**config.mk**
```make
export PLATFORM = sky130hd
export DESIGN_NAME = thct_queue
export DESIGN_NICKNAME = d
export VERILOG_FILES = /design/src/hdl/thct_pkg.sv /design/src/hdl/thct_queue.sv
export SDC_FILE = /design/constraint.sdc
export NUM_CORES = 1
export LEC_CHECK = 0
export ABC_AREA = 1
export BUFFER_PORTS_ARGS = -buffer_cell sky130_fd_sc_hd__buf_2
export CAP_MARGIN = 5
export CORE_AREA = 5 5 214 216
export DETAILED_ROUTE_END_ITERATION = 10
export DIE_AREA = 0 0 219 221
export GPL_TIMING_DRIVEN = 0
export HOLD_SLACK_MARGIN = 0.08
export PLACE_DENSITY = 0.79
export SLEW_MARGIN = 15
export SYNTH_ARGS = -nofsm -noshare
export SYNTH_HDL_FRONTEND = slang
export SYNTH_SLANG_ARGS = --single-unit
```
**constraint.sdc**
```tcl
create_clock -name clk -period 35.8 [get_ports clk]
set_input_delay 3.58 -clock clk [delete_from_list [all_inputs] [get_ports clk]]
set_output_delay 3.58 -clock clk [all_outputs]
set_load 0.01 [all_outputs]
```
**src/hdl/thct_pkg.sv**
```systemverilog
package thct_pkg;

  localparam int TABLE_ENTRIES_DEF = 64;
  localparam int LANES = 8;
  localparam int LANE_W = 3;
  localparam int QUEUE_DEPTH = 2;
  localparam int QPTR_W = 1;
  localparam int IN_W = 136;
  localparam int OUT_W = 112;
  localparam int SLOT_W = 6;

  typedef enum logic [1:0] {
    ST_NONE = 2'd0,
    ST_CREATED = 2'd1,
    ST_ESTABLISHED = 2'd2
  } status_t;

  typedef enum logic [1:0] {
    OUT_SYNACK = 2'd0,
    OUT_ESTAB = 2'd1,
    OUT_UNEXPECTED = 2'd2,
    OUT_FULL = 2'd3
  } outcome_t;

  typedef enum logic [1:0] {
    K_HIT,
    K_CLAIM,
    K_FULL
  } kind_t;

  typedef enum logic [2:0] {
    F_IDLE,
    F_WAIT,
    F_SCAN,
    F_DRAIN,
    F_PUSH
  } fstate_t;

  typedef struct packed {
    logic [31:0] peer_ip;
    logic [15:0] peer_port;
    logic [15:0] our_port;
    status_t status;
    logic [31:0] our_seq;
    logic [31:0] ack;
  } entry_t;

  // lowest field last
  typedef struct packed {
    logic [3:0] pad;
    logic [31:0] fresh_isn;
    logic flag_fin;
    logic flag_psh;
    logic flag_ack;
    logic flag_syn;
    logic [31:0] remote_seq;
    logic [15:0] local_port;
    logic [15:0] peer_port;
    logic [31:0] peer_ip;
  } item_t;

  typedef struct packed {
    logic [4:0] pad;
    logic [31:0] reply_ack_seq;
    logic [31:0] reply_seq;
    logic [15:0] reply_dst_port;
    logic [15:0] reply_src_port;
    logic reply_psh;
    logic reply_syn;
    logic reply_valid;
    logic [SLOT_W-1:0] slot;
    outcome_t outcome;
  } result_t;

  typedef struct packed {
    kind_t kind;
    entry_t entry;
    item_t item;
  } rec_t;

endpackage

```
**src/hdl/thct_queue.sv**
```systemverilog
module thct_queue #(
  parameter int TABLE_ENTRIES = thct_pkg::TABLE_ENTRIES_DEF
) (
  input  logic clk,
  input  logic rst,
  input  logic push,
  input  thct_pkg::rec_t push_rec,
  input  logic [((TABLE_ENTRIES + thct_pkg::LANES - 1) / thct_pkg::LANES > 1 ?
                 $clog2((TABLE_ENTRIES + thct_pkg::LANES - 1) / thct_pkg::LANES) : 1) +
                 thct_pkg::LANE_W - 1:0] push_idx,
  input  logic pop,
  output logic empty,
  output logic full,
  output thct_pkg::rec_t head_rec,
  output logic [((TABLE_ENTRIES + thct_pkg::LANES - 1) / thct_pkg::LANES > 1 ?
                 $clog2((TABLE_ENTRIES + thct_pkg::LANES - 1) / thct_pkg::LANES) : 1) +
                 thct_pkg::LANE_W - 1:0] head_idx
);
  import thct_pkg::*;

  localparam int ROWS = (TABLE_ENTRIES + LANES - 1) / LANES;
  localparam int ROW_W = ROWS > 1 ? $clog2(ROWS) : 1;
  localparam int IW = ROW_W + LANE_W;

  rec_t rec_mem [QUEUE_DEPTH];
  logic [IW-1:0] idx_mem [QUEUE_DEPTH];
  logic [QPTR_W-1:0] wp, rp;
  logic [QPTR_W:0] cnt;

  assign empty = (cnt == '0);
  assign full = (cnt == (QPTR_W + 1)'(QUEUE_DEPTH));
  assign head_rec = rec_mem[rp];
  assign head_idx = idx_mem[rp];

  always_ff @(posedge clk) begin
    if (rst) begin
      wp <= '0;
      rp <= '0;
      cnt <= '0;
    end else begin
      if (push && !full) begin
        wp <= wp + 1'b1;
      end
      if (pop && !empty) begin
        rp <= rp + 1'b1;
      end
      if ((push && !full) && !(pop && !empty)) begin
        cnt <= cnt + 1'b1;
      end else if (!(push && !full) && (pop && !empty)) begin
        cnt <= cnt - 1'b1;
      end
    end
  end

  always_ff @(posedge clk) begin
    if (push && !full) begin
      rec_mem[wp] <= push_rec;
      idx_mem[wp] <= push_idx;
    end
  end

endmodule

```
==> results.yml <==
placed_design:
  port_buffers: 553
  place_inst: 2058
  globalplace.congestion: 0.7589
  place_hpwl_um: 33530
sta:
  setup_viol: 0
  fin_skew_ps: 8.712
  hold_slack_ps: 550.2
  slew_viol_final: 0
  rsz0062_at_grt: "no"
  finalSetupTns_ps: 0
  slew_headroom_pct: 45.64
  worstMarginPinSlew_ps: 813.5
  hold_violations: 0
  min_period_over_period_pct: 15.74
  min_period_ps: 5637
  fmax_ghz: 0.1774
synthesis:
  ys_seq_area_share_pct: 82.30
  avgSynthCellArea_sq_um: 22.63
  synth_top_flop_cell: "edfxtp_1"
  synthTopCellsByArea: "edfxtp_1 82%, mux2_2 15%, buf_6 1.6%, dfxtp_1 0.50%, inv_1 0.17%"
  synth_top_family_by_area: "multiplexers"
  synth-simple-area-share_pct: 0.3297
  ys_ff_latch: 553
  synth_common_cells: "548 x edfxtp_1, 274 x mux2_2, 29 x buf_6"
  syn_nets: 1168
  yosys.cell_types.count: 14
  synthCells: 889
  synth_edf_count: 548
  synthAdderAreaFrac_pct: 0.06220
  synth_top_cell_by_area: "edfxtp_1"
  synth-xor-area-share_pct: 0
  netlist_area_sq_um: 20120
  yosys_warnings: 0
  async_flop_share_pct: 0
  synthMuxAreaShare_pct: 15.34
  synth.top_cell.area_share_pct: 81.81
  yosysMostFrequentCell: "edfxtp_1"
  synth_compound_area_share_pct: 0.1493
cells_and_area:
  regArea_sq_um: 16560
  multi_input_area_sq_um: 3209
  n_fill_cell: 3183
  syn_to_final_growth_pct: 29.12
  postLayoutCoreUtil_pct: 59.38
  drive_above_1_share_pct: 61.19
  num-nets-final: 1802
  fin_cells: 2165
critical_path:
  startpoint_type: "flop"
  worst-setup-path-type: "flop to output port"
  r2r-start: "cnt[0]"
  end_kind: "output port"
  worstPathRequired_ps: 32220
  worstPathMaxFanout: 10
  crit_arrival_ps: 2060
cts:
  clk_latency_ps: 580
  h-tree-depth: 2
  hold_buffers: 0
  cts_tree: "built"
  post_cts_buffers: 0
  cts-resized-gates: 0
  clk_pin_slew_ps: 60
  ctsLongestPathBuffers: 3
  cts-root-buf: "clkbuf_16"
  cts_sinks: 553
  numCtsBuffers: 55
global_routing:
  antenna_found_initial: 11
  grtUsageTotal_pct: 18.61
  grt_pass1_vias: 11710
  grt_max_degree: 29
  grt_pass1_wl_um: 68770
  grt_overflow: 0
pwr:
  p_sw_share_pct: 26.70
  p_seq_share_pct: 45.9
  p_sw_w: 0.0004869
  p_comb_share_pct: 24.0
  ir_worst_vdd_mv: 0.05439
  power_density_nw_per_um2: 70.21
  power.leakage_nw: 9.707
  power_w: 0.001824
  p_clk_share_pct: 30.1
  p_int_w: 0.001337
floorplanning:
  ios: 554
  die-area_sq_um: 48400
  dieWidth_um: 219
  die_h_um: 221
  coreArea_sq_um: 43740
  start_util_pct: 45.99
  num_rows: 77
route:
  drc: 0
  drt_first_pass_iters: 7
  vias: 10740
  avgViaCountPerCell: 4.960
  drt_iter0_drc: 645
  routed_wl_um: 46220
  ant_nets: 0
  routedWlPerCell_um: 21.35
min_path:
  hp-class: "flop to flop"
  hp-start: "wp"
outcome:
  outcome: "finished clean"
run:
  max_cap_viol_count: 0
-- flip-flops by register name, indices dropped and copies added, names as in the netlist, named ones only --
name,cells
cnt,2
rec_mem,536
wp,1
rp,1
idx_mem,12
-- power groups by stage --
| stage | Clock (W) | Sequential (W) | Combinational [W] |
|---|---|---|---|
| floorplan | 0 | 0.000891 | 0.000244 |
| global placement | 0 | 0.000918 | 0.000402 |
| detailed placement | 0 | 0.000850 | 0.000443 |
| CTS | 0.000562 | 0.000838 | 0.000447 |
| global route | 0.000594 | 0.000843 | 0.000468 |
| finish | 0.000548 | 0.000837 | 0.000438 |
-- metal layers --
layer | vias up | track usage (%) | routed length (um) | part of all wire, %
li1 | 4832 | - | - | -
met1 | 5314 | 20.24 | 15950 | 35
met2 | 469 | 33.42 | 23970 | 52
met3 | 110 | 6.301 | 4586 | 9.9
met4 | 14 | 7.131 | 1620 | 3.5
met5 | - | 0 | 89 | 0.19
-- placed cells by master (no fill, tap or decap), types with 2 or more instances in the layout --
cell	n
nor2_1	7
edfxtp_1	548
inv_1	9
mux2_2	274
buf_6	29
buf_16	14
nand2_1	4
clkbuf_16	56
o21ai_0	5
clkbuf_1	11
buf_12	10
bufinv_16	4
diode_2	4
inv_8	2
nor2_4	2
clkinv_2	11
clkinv_1	15
dfxtp_1	5
buf_2	554
-- worst paths after layout --
| check | to | slack, ps | cells after the start |
|---|---|---|---|
| min reg2reg | wp | 550 | 2 |
| max reg2reg | rec_mem[0][245] | 33130 | 6 |
| max | head_rec[76] | 30160 | 4 |
| min | wp | 550 | 2 |
-- through the flow --
stage	worst slack, ps	area, sq um
finish	30160	25970
CTS	30100	25960
detailed placement	29950	24220
global placement	13730	23620
global route	30080	25970
floorplan	19800	20120
-- final cells by class --
class | count | area share [%]
sequential | 553 | 63.74
timing repair buffer | 577 | 12.91
multi-input combinational | 297 | 12.36
clock buffer | 67 | 5.554
tap | 592 | 2.852
buffer | 30 | 1.277
clock inverter | 36 | 1.137
inverter | 9 | 0.1301
antenna | 4 | 0.03854
-- critical path, cell delays in order, from the launching register on --
cell and delay (ps):
dfxtp_1 410, buf_6 280, buf_6 230, mux2_2 400, buf_2 150
-- kinds of logic (layout without fill, tap and decap cells) --
| family | after synthesis | in the layout |
|---|---|---|
| multiplexers | 274 | 274 |
| flip-flops | 553 | 553 |
| AO/OA/AOI/OAI | 6 | 6 |
| adder cells (fa/ha/maj) | 1 | 1 |
| other | 0 | 4 |
| buffers and inverters | 39 | 719 |
| AND/OR/NAND/NOR | 16 | 16 |
(Power assumes the default switching activity.)
