--- src/hdl/thct_pkg.sv ---
package thct_pkg;

  localparam int TABLE_ENTRIES_DEF = 64;
  localparam int LANES = 8;
  localparam int LANE_W = 3;
  localparam int QUEUE_DEPTH = 2;
  localparam int QPTR_W = 1;
  localparam int IN_W = 136;
  localparam int OUT_W = 112;
  localparam int SLOT_W = 6;

  typedef enum logic [1:0] {
    ST_NONE = 2'd0,
    ST_CREATED = 2'd1,
    ST_ESTABLISHED = 2'd2
  } status_t;

  typedef enum logic [1:0] {
    OUT_SYNACK = 2'd0,
    OUT_ESTAB = 2'd1,
    OUT_UNEXPECTED = 2'd2,
    OUT_FULL = 2'd3
  } outcome_t;

  typedef enum logic [1:0] {
    K_HIT,
    K_CLAIM,
    K_FULL
  } kind_t;

  typedef enum logic [2:0] {
    F_IDLE,
    F_WAIT,
    F_SCAN,
    F_DRAIN,
    F_PUSH
  } fstate_t;

  typedef struct packed {
    logic [31:0] peer_ip;
    logic [15:0] peer_port;
    logic [15:0] our_port;
    status_t status;
    logic [31:0] our_seq;
    logic [31:0] ack;
  } entry_t;

  // lowest field last
  typedef struct packed {
    logic [3:0] pad;
    logic [31:0] fresh_isn;
    logic flag_fin;
    logic flag_psh;
    logic flag_ack;
    logic flag_syn;
    logic [31:0] remote_seq;
    logic [15:0] local_port;
    logic [15:0] peer_port;
    logic [31:0] peer_ip;
  } item_t;

  typedef struct packed {
    logic [4:0] pad;
    logic [31:0] reply_ack_seq;
    logic [31:0] reply_seq;
    logic [15:0] reply_dst_port;
    logic [15:0] reply_src_port;
    logic reply_psh;
    logic reply_syn;
    logic reply_valid;
    logic [SLOT_W-1:0] slot;
    outcome_t outcome;
  } result_t;

  typedef struct packed {
    kind_t kind;
    entry_t entry;
    item_t item;
  } rec_t;

endpackage

--- src/hdl/thct_back.sv ---
module thct_back #(
  parameter int TABLE_ENTRIES = thct_pkg::TABLE_ENTRIES_DEF
) (
  input  logic clk,
  input  logic rst,
  input  logic q_empty,
  output logic q_pop,
  input  thct_pkg::rec_t head_rec,
  input  logic [((TABLE_ENTRIES + thct_pkg::LANES - 1) / thct_pkg::LANES > 1 ?
                 $clog2((TABLE_ENTRIES + thct_pkg::LANES - 1) / thct_pkg::LANES) : 1) +
                 thct_pkg::LANE_W - 1:0] head_idx,
  output logic wr_en,
  output thct_pkg::entry_t wr_entry,
  output logic m_tvalid,
  input  logic m_tready,
  output logic [thct_pkg::OUT_W-1:0] m_tdata
);
  import thct_pkg::*;

  entry_t cur;
  result_t res, res_q;
  logic bare_syn, bare_ack, created, write_entry;

  assign q_pop = !q_empty && (!m_tvalid || m_tready);
  assign wr_en = q_pop && write_entry;
  assign m_tdata = res_q;

  assign bare_syn = head_rec.item.flag_syn && !head_rec.item.flag_ack &&
                    !head_rec.item.flag_psh && !head_rec.item.flag_fin;
  assign bare_ack = !head_rec.item.flag_syn && head_rec.item.flag_ack &&
                    !head_rec.item.flag_psh && !head_rec.item.flag_fin;

  always_comb begin
    cur = head_rec.entry;
    if (head_rec.kind == K_CLAIM) begin
      cur.peer_ip = head_rec.item.peer_ip;
      cur.peer_port = head_rec.item.peer_port;
      cur.status = ST_CREATED;
      cur.our_seq = head_rec.item.remote_seq;
    end
    created = (cur.status == ST_CREATED);
    wr_entry = cur;
    write_entry = 1'b0;
    res = '0;
    case (head_rec.kind)
      K_HIT, K_CLAIM: begin
        write_entry = (head_rec.kind == K_CLAIM);
        res.slot = SLOT_W'(head_idx);
        if (created && bare_syn) begin
          wr_entry.our_seq = head_rec.item.fresh_isn;
          wr_entry.ack = head_rec.item.remote_seq + 32'd1;
          wr_entry.our_port = head_rec.item.local_port;
          write_entry = 1'b1;
          res.outcome = OUT_SYNACK;
          res.reply_valid = 1'b1;
          res.reply_syn = 1'b1;
          res.reply_src_port = head_rec.item.local_port;
          res.reply_dst_port = head_rec.item.peer_port;
          res.reply_seq = head_rec.item.fresh_isn;
          res.reply_ack_seq = head_rec.item.remote_seq + 32'd1;
        end else if (created && bare_ack) begin
          wr_entry.status = ST_ESTABLISHED;
          wr_entry.our_seq = cur.our_seq + 32'd1;
          write_entry = 1'b1;
          res.outcome = OUT_ESTAB;
          res.reply_valid = 1'b1;
          res.reply_psh = 1'b1;
          res.reply_src_port = cur.our_port;
          res.reply_dst_port = cur.peer_port;
          res.reply_seq = cur.our_seq + 32'd1;
          res.reply_ack_seq = cur.ack;
        end else begin
          res.outcome = OUT_UNEXPECTED;
        end
      end
      default: begin
        res.outcome = OUT_FULL;
      end
    endcase
  end

  always_ff @(posedge clk) begin
    if (rst) begin
      m_tvalid <= 1'b0;
    end else if (q_pop) begin
      m_tvalid <= 1'b1;
    end else if (m_tready) begin
      m_tvalid <= 1'b0;
    end
    if (q_pop) begin
      res_q <= res;
    end
  end

endmodule

--- config.mk ---
export PLATFORM = sky130hd
export DESIGN_NAME = thct_back
export DESIGN_NICKNAME = d
export VERILOG_FILES = /design/src/hdl/thct_pkg.sv /design/src/hdl/thct_back.sv
export SDC_FILE = /design/constraint.sdc
export NUM_CORES = 1
export LEC_CHECK = 0
export ABC_AREA = 1
export BUFFER_PORTS_ARGS = -buffer_cell sky130_fd_sc_hd__buf_2
export CORE_AREA = 2 2 205 207
export CTS_CLUSTER_DIAMETER = 40
export DETAILED_ROUTE_END_ITERATION = 12
export DIE_AREA = 0 0 207 209
export HOLD_SLACK_MARGIN = 0.03
export PLACE_DENSITY = 0.42
export SLEW_MARGIN = 20
export SYNTH_ARGS = -nofsm -noshare
export SYNTH_HDL_FRONTEND = slang
export SYNTH_SLANG_ARGS = --single-unit
--- constraint.sdc ---
create_clock -name clk -period 8.9 [get_ports clk]
set_clock_uncertainty 0.05 [all_clocks]
set_input_delay 0.89 -clock clk [delete_from_list [all_inputs] [get_ports clk]]
set_output_delay 0.89 -clock clk [all_outputs]
set_load 0.05 [all_outputs]
==> results.toml <==
[route]
dr_total_vias = 9649
drc = 0
drt-initial-drc-count = 497
wl_mm = 40.5
wl_per_cell_um = 18.2
vias_per_cell = 4.34
first_pass_iters = 5
ant_nets = 0

[timing]
finalMaxSlewViolations = 0
finalSetupTns_ps = 0
finalSetupViolCount = 0
fmax_mhz = 172
period_needed_ps = 5820
rsz0062_at_grt = "no"
tightest_slew_ps = 1030
slew_headroom = 0.311
hold_slack_ps = 457
fin_crit_sh = 0.654
finalHoldViolCount = 0

[global_routing]
grt_pass1_vias = 9386
grt_start_max_net_pins = 108
track_usage = 0.182
antenna_found_initial = 8
grt_pass1_wl_mm = 59.0
grt-ovfl-total = 0

[power]
p_seq_frac = 0.368
peakVddDrop_uv = 97.3
pwr-share-comb = 0.370
power_density_nw_per_um2 = 138
switching_share = 0.425
p_clk_frac = 0.262
p_leak_nw = 5.99
power_switching_w = 0.000685
p_int_w = 0.000925

[synth]
synth_edf_count = 107
synthTopCellsByCount = "nand2_1, o21ai_0, inv_1"
yosysWarnings = 0
avgSynthCellArea_um2 = 6.96
synth_top_area_cell = "edfxtp_1"
yosysSeqAreaShare = 0.388
syn_area_um2 = 8330
synthCells = 1197
synthTopCellsByArea = "edfxtp_1, nand2_1, o21ai_0"
yosys.area.top_type_share = 0.386
ys_types = 42
async_reset_ff_frac = 0
yosysMostFrequentCell = "nand2_1"
ys_ff_latch = 108
synth_flop_cell = "edfxtp_1"

[place]
dp_hpwl_mm = 32.4
port_buffers = 513
globalplace.congestion = 0.837

[finish]
syn2layout_area_growth_pct = 39.7
ff_latch_area_um2 = 3230
multiInputGateArea_um2 = 4270
nFillCells = 4705
fin_nets = 1960
drive_gt1_frac = 0.369

[setup_path]
critPathCaptureType = "output port"
path_class = "primary input to output port"
worst-path-max-fanout = 107
worst_ep_arrival_time_ps = 4880
critPathRequiredTime_ps = 7960
start_kind = "primary input"
r2r_slack_ps = 6300

[clock_tree]
postCtsResizedCells = 0
cts_tree = "built"
cts_inserted_buffers = 9
clk-insertion-delay-late_ps = 380
clock-sinks = 108
clk_pin_slew_ps = 70
cts_root_buffer = "clkbuf_16"
h-tree-depth = 3
cts_setup_buffers = 0
max-clock-path-buffers = 2
hold_buffers = 0

[floorplan]
die-area_um2 = 43300
die_y_um = 209
fp.coreArea_um2 = 41300
start_util = 0.202
rows = 75
chipWidth_um = 207
io_pins = 523

[hold_path]
hold_path.class = "flip-flop to flip-flop"

[run_status]
status = "finished clean"

[flow_run]
drv_cap = 0
-- worst paths after layout --
check                start      endpoint  cells after the start
min reg2reg       m_tvalid      m_tvalid                      2
max          head_rec[267]  wr_entry[17]                     11
max reg2reg       m_tvalid   m_tdata[93]                      4
min               m_tvalid      m_tvalid                      2
-- cells in the final DEF (no fill, tap or decap), drive strengths merged --
cell type and count:
nand3 90, nor3b 2, edfxtp 107, nor3 18, or2 2, a21oi 11
nand3b 3, buf 521, xnor2 7, a22o 1, inv 146, conb 5
nand4 12, nor4 1, clkbuf 10, o21ai 148, nand2 479, diode 2
dfxtp 1, o21a 2, o211ai 11, o221ai 1, ha 3, nor2 83
a21o 3, xor2 13, o21bai 1, clkinv 3
-- state kept, by name (all words and copies together) (netlist names) --
name / cells
m_tdata: 107
m_tvalid: 1
-- routing by layer --
| metal | track usage | part of all wire |
|---|---|---|
| met1 | 0.217 | 0.41 |
| met2 | 0.323 | 0.50 |
| met3 | 0.0487 | 0.067 |
| met4 | 0.0470 | 0.017 |
| met5 | 0 | 0.0019 |
-- per-stage QoR --
step	worst slack, ps	instance area [um2]	total power (W)	utilization	std cells
6_report	3080	11600	0.00161	0.282	2225
5_1_grt	2710	11600	0.00169	0.282	2224
4_1_cts	2890	11600	0.00164	0.282	2223
3_5_place_dp	2900	11300	0.00121	0.275	2207
3_3_place_gp	2960	11300	0.00121	0.275	2207
2_1_floorplan	358	8340	0.00102	-	1201
-- power groups by stage --
stage | combinational (W) | clock [W] | sequential [W]
after floorplan | 0.000310 | 0 | 0.000708
after global placement | 0.000602 | 0 | 0.000604
after detailed placement | 0.000603 | 0 | 0.000605
after CTS | 0.000604 | 0.000446 | 0.000593
after global routing | 0.000635 | 0.000458 | 0.000595
final | 0.000596 | 0.000422 | 0.000593
-- cell families after synthesis --
logic type / synth area share
AOI/OAI and AO/OA: 0.116
and+or+nand+nor: 0.367
adders and majority gates: 0.00451
xor gates and xnor gates: 0.0210
DFF: 0.388
buffers and inverters: 0.102
other: 0.000450
-- area by class of cell --
type / count / area share
antenna: 2 / 0.000430
clock inverter: 6 / 0.00377
tap: 539 / 0.0580
timing repair buffer: 521 / 0.226
clock buffer: 10 / 0.0205
inverter: 143 / 0.0464
multi-input combinational: 896 / 0.367
sequential: 108 / 0.278
-- worst max-delay path, cell delays in order --
cell     delay (ps)
buf_2           250
inv_4           390
nand2_8         380
nand2_1         270
o21a_4          160
nand2_2          90
nor2_4          800
buf_4           770
nand3_1         290
o21ai_0         130
buf_2           290
Note: power is estimated with default switching activity, not from simulation.
