File: src/hdl/thct_pkg.sv
package thct_pkg;

  localparam int TABLE_ENTRIES_DEF = 64;
  localparam int LANES = 8;
  localparam int LANE_W = 3;
  localparam int QUEUE_DEPTH = 2;
  localparam int QPTR_W = 1;
  localparam int IN_W = 136;
  localparam int OUT_W = 112;
  localparam int SLOT_W = 6;

  typedef enum logic [1:0] {
    ST_NONE = 2'd0,
    ST_CREATED = 2'd1,
    ST_ESTABLISHED = 2'd2
  } status_t;

  typedef enum logic [1:0] {
    OUT_SYNACK = 2'd0,
    OUT_ESTAB = 2'd1,
    OUT_UNEXPECTED = 2'd2,
    OUT_FULL = 2'd3
  } outcome_t;

  typedef enum logic [1:0] {
    K_HIT,
    K_CLAIM,
    K_FULL
  } kind_t;

  typedef enum logic [2:0] {
    F_IDLE,
    F_WAIT,
    F_SCAN,
    F_DRAIN,
    F_PUSH
  } fstate_t;

  typedef struct packed {
    logic [31:0] peer_ip;
    logic [15:0] peer_port;
    logic [15:0] our_port;
    status_t status;
    logic [31:0] our_seq;
    logic [31:0] ack;
  } entry_t;

  // lowest field last
  typedef struct packed {
    logic [3:0] pad;
    logic [31:0] fresh_isn;
    logic flag_fin;
    logic flag_psh;
    logic flag_ack;
    logic flag_syn;
    logic [31:0] remote_seq;
    logic [15:0] local_port;
    logic [15:0] peer_port;
    logic [31:0] peer_ip;
  } item_t;

  typedef struct packed {
    logic [4:0] pad;
    logic [31:0] reply_ack_seq;
    logic [31:0] reply_seq;
    logic [15:0] reply_dst_port;
    logic [15:0] reply_src_port;
    logic reply_psh;
    logic reply_syn;
    logic reply_valid;
    logic [SLOT_W-1:0] slot;
    outcome_t outcome;
  } result_t;

  typedef struct packed {
    kind_t kind;
    entry_t entry;
    item_t item;
  } rec_t;

endpackage

File: src/hdl/thct_front.sv
module thct_front #(
  parameter int TABLE_ENTRIES = thct_pkg::TABLE_ENTRIES_DEF
) (
  input  logic clk,
  input  logic rst,
  input  logic s_tvalid,
  output logic s_tready,
  input  logic [thct_pkg::IN_W-1:0] s_tdata,
  input  logic clearing,
  output logic [((TABLE_ENTRIES + thct_pkg::LANES - 1) / thct_pkg::LANES > 1 ?
                 $clog2((TABLE_ENTRIES + thct_pkg::LANES - 1) / thct_pkg::LANES) : 1) - 1:0]
                 rd_row,
  input  thct_pkg::entry_t rd_data [thct_pkg::LANES],
  input  logic q_empty,
  input  logic q_full,
  output logic q_push,
  output thct_pkg::rec_t q_rec,
  output logic [((TABLE_ENTRIES + thct_pkg::LANES - 1) / thct_pkg::LANES > 1 ?
                 $clog2((TABLE_ENTRIES + thct_pkg::LANES - 1) / thct_pkg::LANES) : 1) +
                 thct_pkg::LANE_W - 1:0] q_idx
);
  import thct_pkg::*;

  localparam int ROWS = (TABLE_ENTRIES + LANES - 1) / LANES;
  localparam int ROW_W = ROWS > 1 ? $clog2(ROWS) : 1;
  localparam int IW = ROW_W + LANE_W;
  localparam logic [IW:0] N_LIM = (IW + 1)'(TABLE_ENTRIES);

  fstate_t state, state_next;
  item_t item;
  logic [ROW_W-1:0] scan_row;
  logic eval_valid;
  logic [ROW_W-1:0] eval_row;
  logic hit_found, free_found;
  logic [IW-1:0] hit_idx, free_idx;
  entry_t hit_entry, free_entry;
  logic [LANES-1:0] hitv, freev;
  logic row_hit, row_free;
  logic [LANE_W-1:0] hit_lane, free_lane;

  assign s_tready = (state == F_IDLE) && !clearing;
  assign rd_row = scan_row;

  always_ff @(posedge clk) begin
    if (rst) begin
      state <= F_IDLE;
    end else begin
      state <= state_next;
    end
  end

  always_comb begin
    state_next = state;
    q_push = 1'b0;
    case (state)
      F_IDLE: begin
        if (s_tvalid && s_tready) begin
          state_next = F_WAIT;
        end
      end
      F_WAIT: begin
        if (q_empty) begin
          state_next = F_SCAN;
        end
      end
      F_SCAN: begin
        if (scan_row == ROW_W'(ROWS - 1)) begin
          state_next = F_DRAIN;
        end
      end
      F_DRAIN: begin
        state_next = F_PUSH;
      end
      F_PUSH: begin
        if (!q_full) begin
          q_push = 1'b1;
          state_next = F_IDLE;
        end
      end
      default: begin
        state_next = F_IDLE;
      end
    endcase
  end

  always_comb begin
    row_hit = 1'b0;
    row_free = 1'b0;
    hit_lane = '0;
    free_lane = '0;
    for (int l = 0; l < LANES; l++) begin
      hitv[l] = ({1'b0, eval_row, LANE_W'(l)} < N_LIM) &&
                rd_data[l].status != ST_NONE &&
                rd_data[l].peer_ip == item.peer_ip &&
                (rd_data[l].peer_port == item.peer_port ||
                 rd_data[l].our_port == item.peer_port);
      freev[l] = ({1'b0, eval_row, LANE_W'(l)} < N_LIM) &&
                 rd_data[l].status == ST_NONE &&
                 rd_data[l].peer_ip == 32'd0 &&
                 rd_data[l].peer_port == 16'd0;
    end
    for (int l = LANES - 1; l >= 0; l--) begin
      if (hitv[l]) begin
        row_hit = 1'b1;
        hit_lane = LANE_W'(l);
      end
      if (freev[l]) begin
        row_free = 1'b1;
        free_lane = LANE_W'(l);
      end
    end
  end

  always_ff @(posedge clk) begin
    if (rst) begin
      eval_valid <= 1'b0;
    end else begin
      eval_valid <= (state == F_SCAN);
    end
    eval_row <= scan_row;
    if (s_tvalid && s_tready) begin
      item <= item_t'(s_tdata);
    end
    if (state == F_WAIT) begin
      scan_row <= '0;
      hit_found <= 1'b0;
      free_found <= 1'b0;
    end else if (state == F_SCAN) begin
      scan_row <= scan_row + 1'b1;
    end
    if (eval_valid) begin
      if (!hit_found && row_hit) begin
        hit_found <= 1'b1;
        hit_idx <= {eval_row, hit_lane};
        hit_entry <= rd_data[hit_lane];
      end
      if (!free_found && row_free) begin
        free_found <= 1'b1;
        free_idx <= {eval_row, free_lane};
        free_entry <= rd_data[free_lane];
      end
    end
  end

  always_comb begin
    q_rec.item = item;
    if (hit_found) begin
      q_rec.kind = K_HIT;
      q_rec.entry = hit_entry;
      q_idx = hit_idx;
    end else if (free_found) begin
      q_rec.kind = K_CLAIM;
      q_rec.entry = free_entry;
      q_idx = free_idx;
    end else begin
      q_rec.kind = K_FULL;
      q_rec.entry = hit_entry;
      q_idx = hit_idx;
    end
  end

endmodule

File: config.mk
export PLATFORM = sky130hd
export DESIGN_NAME = thct_front
export DESIGN_NICKNAME = d
export VERILOG_FILES = /design/src/hdl/thct_pkg.sv /design/src/hdl/thct_front.sv
export SDC_FILE = /design/constraint.sdc
export NUM_CORES = 2
export LEC_CHECK = 0
export BUFFER_PORTS_ARGS = -buffer_cell sky130_fd_sc_hd__buf_2
export CAP_MARGIN = 40
export CORE_AREA = 2 2 563 565
export CTS_CLUSTER_DIAMETER = 100
export CTS_CLUSTER_SIZE = 40
export DETAILED_ROUTE_END_ITERATION = 8
export DIE_AREA = 0 0 565 567
export PLACE_DENSITY = 0.3
export SLEW_MARGIN = 30
export SYNTH_ARGS = -nofsm -noshare
export SYNTH_HDL_FRONTEND = slang
export SYNTH_SLANG_ARGS = --single-unit
File: constraint.sdc
create_clock -name clk -period 38.3 [get_ports clk]
set_input_delay 3.83 -clock clk [delete_from_list [all_inputs] [get_ports clk]]
set_output_delay 3.83 -clock clk [all_outputs]
set_load 0.01 [all_outputs]
==> impl_metrics.json <==
{
  "finalCritPeriodShare_pct": 24.4,
  "fmax_mhz": 107,
  "multiInputGateArea_um2": 25500,
  "antenna_left": 0,
  "yosysWarnings": 0,
  "mostFrequentLayoutCell": "buf_2",
  "clock-sinks": 420,
  "crit_type": "in2reg",
  "nets": 6695,
  "antenna_found_initial": 388,
  "root_buffer": "clkbuf_16",
  "status": "complete, no violations",
  "place_congestion": 0.932,
  "synthDistinctLibCells": 69,
  "syn_to_final_growth_pct": 38.2,
  "hp-class": "reg2reg",
  "synth_area_um2": 39300,
  "drv_cap": 0,
  "synth_top_area_share_pct": 31.1,
  "post_drt_via_cell_ratio": 4.78,
  "port_buffers": 1460,
  "drt-initial-drc-count": 4436,
  "dieArea_um2": 320000,
  "p_leak_nw": 21.1,
  "cts.path.max_buffers": 3,
  "cp_data_required_time_ns": 38.76,
  "seq_area_frac_synth_pct": 31.8,
  "rows": 206,
  "tritoncts": "done",
  "cts_hold_buf": 0,
  "synth_async_sr_flop_share_pct": 0,
  "clk_latency_ns": 0.78,
  "post_cts_resized": 0,
  "numCtsBuffers": 52,
  "cts_setup_buffers": 0,
  "grt_overflow": 0,
  "first_pass_iters": 5,
  "nFillCells": 35627,
  "slew_violations": 0,
  "slew_headroom_pct": 28.8,
  "whs_ns": 0.427,
  "globalRouteTotalUtil_pct": 24.2,
  "finalSetupViolCount": 0,
  "hold_viol": 0,
  "worst_setup_path_end_kind": "register",
  "yosysTopAreaCell": "edfxtp_1",
  "ios": 1461,
  "tightest_slew_ns": 1.07,
  "fin_crit_ns": 9.34,
  "core_um2": 314000,
  "synth-seq-cells": 420,
  "grt_first_pass_wirelength_um": 509000,
  "path_max_fanout": 46,
  "grt_pass1_vias": 46001,
  "layout_common_cells": "1,461 x buf_2, 408 x edfxtp_1, 335 x mux2i_1",
  "wl_per_cell_um": 41.0,
  "die_height_um": 567,
  "ir_drop_mv": 0.0410,
  "pre_cts_ws_ns": 28.34,
  "final.setup.worst_slack_ns": 28.96,
  "cp-start-kind": "input pin",
  "routed_wl_um": 406000,
  "drive_above_1_share_pct": 37.4,
  "drc": 0,
  "pwr_density_cell_nw_per_um2": 26.5,
  "syn_avg_cell_area_um2": 9.25,
  "vias": 47204,
  "fin_setup_tns_ns": 0,
  "regArea_um2": 12500,
  "utilization_pct": 17.3,
  "rsz0062_at_grt": "false",
  "syn_inst": 4254,
  "grt_max_degree": 132,
  "start_util_pct": 12.5,
  "h-tree-depth": 2,
  "synth_ff_type": "edfxtp_1",
  "synth_edf_count": 408,
  "skew_ns": 0.0714,
  "die_w_um": 565,
  "hpwl_um": 326000,
  "synth_area_leaders": "edfxtp_1 31%, mux2i_1 8.5%, mux2_2 8.5%, xnor2_1 5.9%, xor2_1 5.5%",
  "clkTransAtPathRegs_ns": 0.08,
  "synth_nets": 5438,
  "crit_arrival_ns": 9.80
}
[kinds of logic (layout without fill, tap and decap cells)]
logic type               Yosys count  after routing  synth area share, %
XOR/XNOR                         513            513                 11.4
AO/OA/AOI/OAI                   1173           1173                 20.4
adder cells (fa/ha/maj)            2              2               0.0636
buffers and inverters            425           1725                 4.63
other                              0            168                    0
multiplexers                     631            631                 17.0
flip-flops                       420            420                 31.8
AND/OR/NAND/NOR                 1090           1090                 14.7
[worst paths after layout]
check                                       startpoint                 endpoint  slack [ns]  cells past startpoint
worst max-delay path                      rd_data[326]  hit_entry[31]$_DFFE_PP_       28.96                     13
worst min register to register  rd_row[2]$_SDFFE_PP0P_      eval_row[2]$_DFF_P_        0.43                      0
worst min-delay path            rd_row[2]$_SDFFE_PP0P_      eval_row[2]$_DFF_P_        0.43                      0
worst max register to register     q_rec[41]$_DFFE_PP_  hit_entry[31]$_DFFE_PP_       31.44                     13
[critical path, stage by stage]
cell and delay (ns):
buf_2 0.15, xor2_1 0.16, nor4_1 0.78, nand4_1 0.72, a2111oi_1 0.92, o21bai_1 0.21, a21o_1 0.23, and2_4 0.63
buf_4 0.67, buf_4 0.71, o2bb2ai_1 0.11, a21oi_1 0.34, mux2i_1 0.13
[power breakdown]
part	leakage [nW]	total [mW]	internal [mW]	switching, mW
Sequential	3.80	0.518	0.513	0.00492
Combinational	16.4	0.341	0.123	0.218
Clock	0.894	0.579	0.285	0.294
[state kept, by name (all words and copies together), names as in the netlist, 3 cells and up]
signal,count
state,3
eval_row,3
free_entry,130
free_idx,6
q_rec,136
rd_row,3
hit_entry,130
hit_idx,6
[area by class of cell]
class	instances	area share, %
sequential	420	23.0
clock inverter	45	1.02
clock buffer	52	2.39
timing repair buffer	1622	16.3
antenna	168	0.773
inverter	6	0.0691
tap	4160	9.58
multi-input combinational	3409	46.9
[stage by stage]
stage | std cells | total power [mW] | cell area [µm²]
6_report | 9882 | 1.44 | 54400
5_1_grt | 9797 | 1.49 | 54100
4_1_cts | 9712 | 1.46 | 53900
3_5_place_dp | 9615 | 0.865 | 52000
3_3_place_gp | 9581 | 0.865 | 51400
2_1_floorplan | 4254 | 0.653 | 39300
[layer usage]
| layer | wire length, µm | track usage (%) | vias up |
|---|---|---|---|
| met5 | 883 | 0.0301 | - |
| met4 | 23600 | 13.0 | 132 |
| met3 | 35000 | 7.06 | 893 |
| met2 | 195000 | 41.1 | 2972 |
| met1 | 151000 | 27.0 | 23933 |
| li1 | - | - | 19274 |
[Yosys cell counts, types with 8 or more instances]
library cell / instances
edfxtp_1: 408
mux2i_1: 335
nor4_1: 327
a21oi_1: 311
nand2_1: 308
mux2_2: 296
xnor2_1: 265
xor2_1: 248
clkbuf_1: 244
o21ai_0: 138
a21o_1: 133
a22oi_1: 131
or3_1: 131
o31ai_1: 130
o2bb2ai_1: 125
nor2_1: 121
buf_2: 114
nand4_1: 108
o22ai_1: 82
a32o_1: 80
buf_1: 41
nand3_1: 25
buf_4: 18
nor3_1: 15
dfxtp_1: 12
nor4b_1: 10
or4_1: 9
a211oi_1: 8
Note: power is estimated with default switching activity, not from simulation.
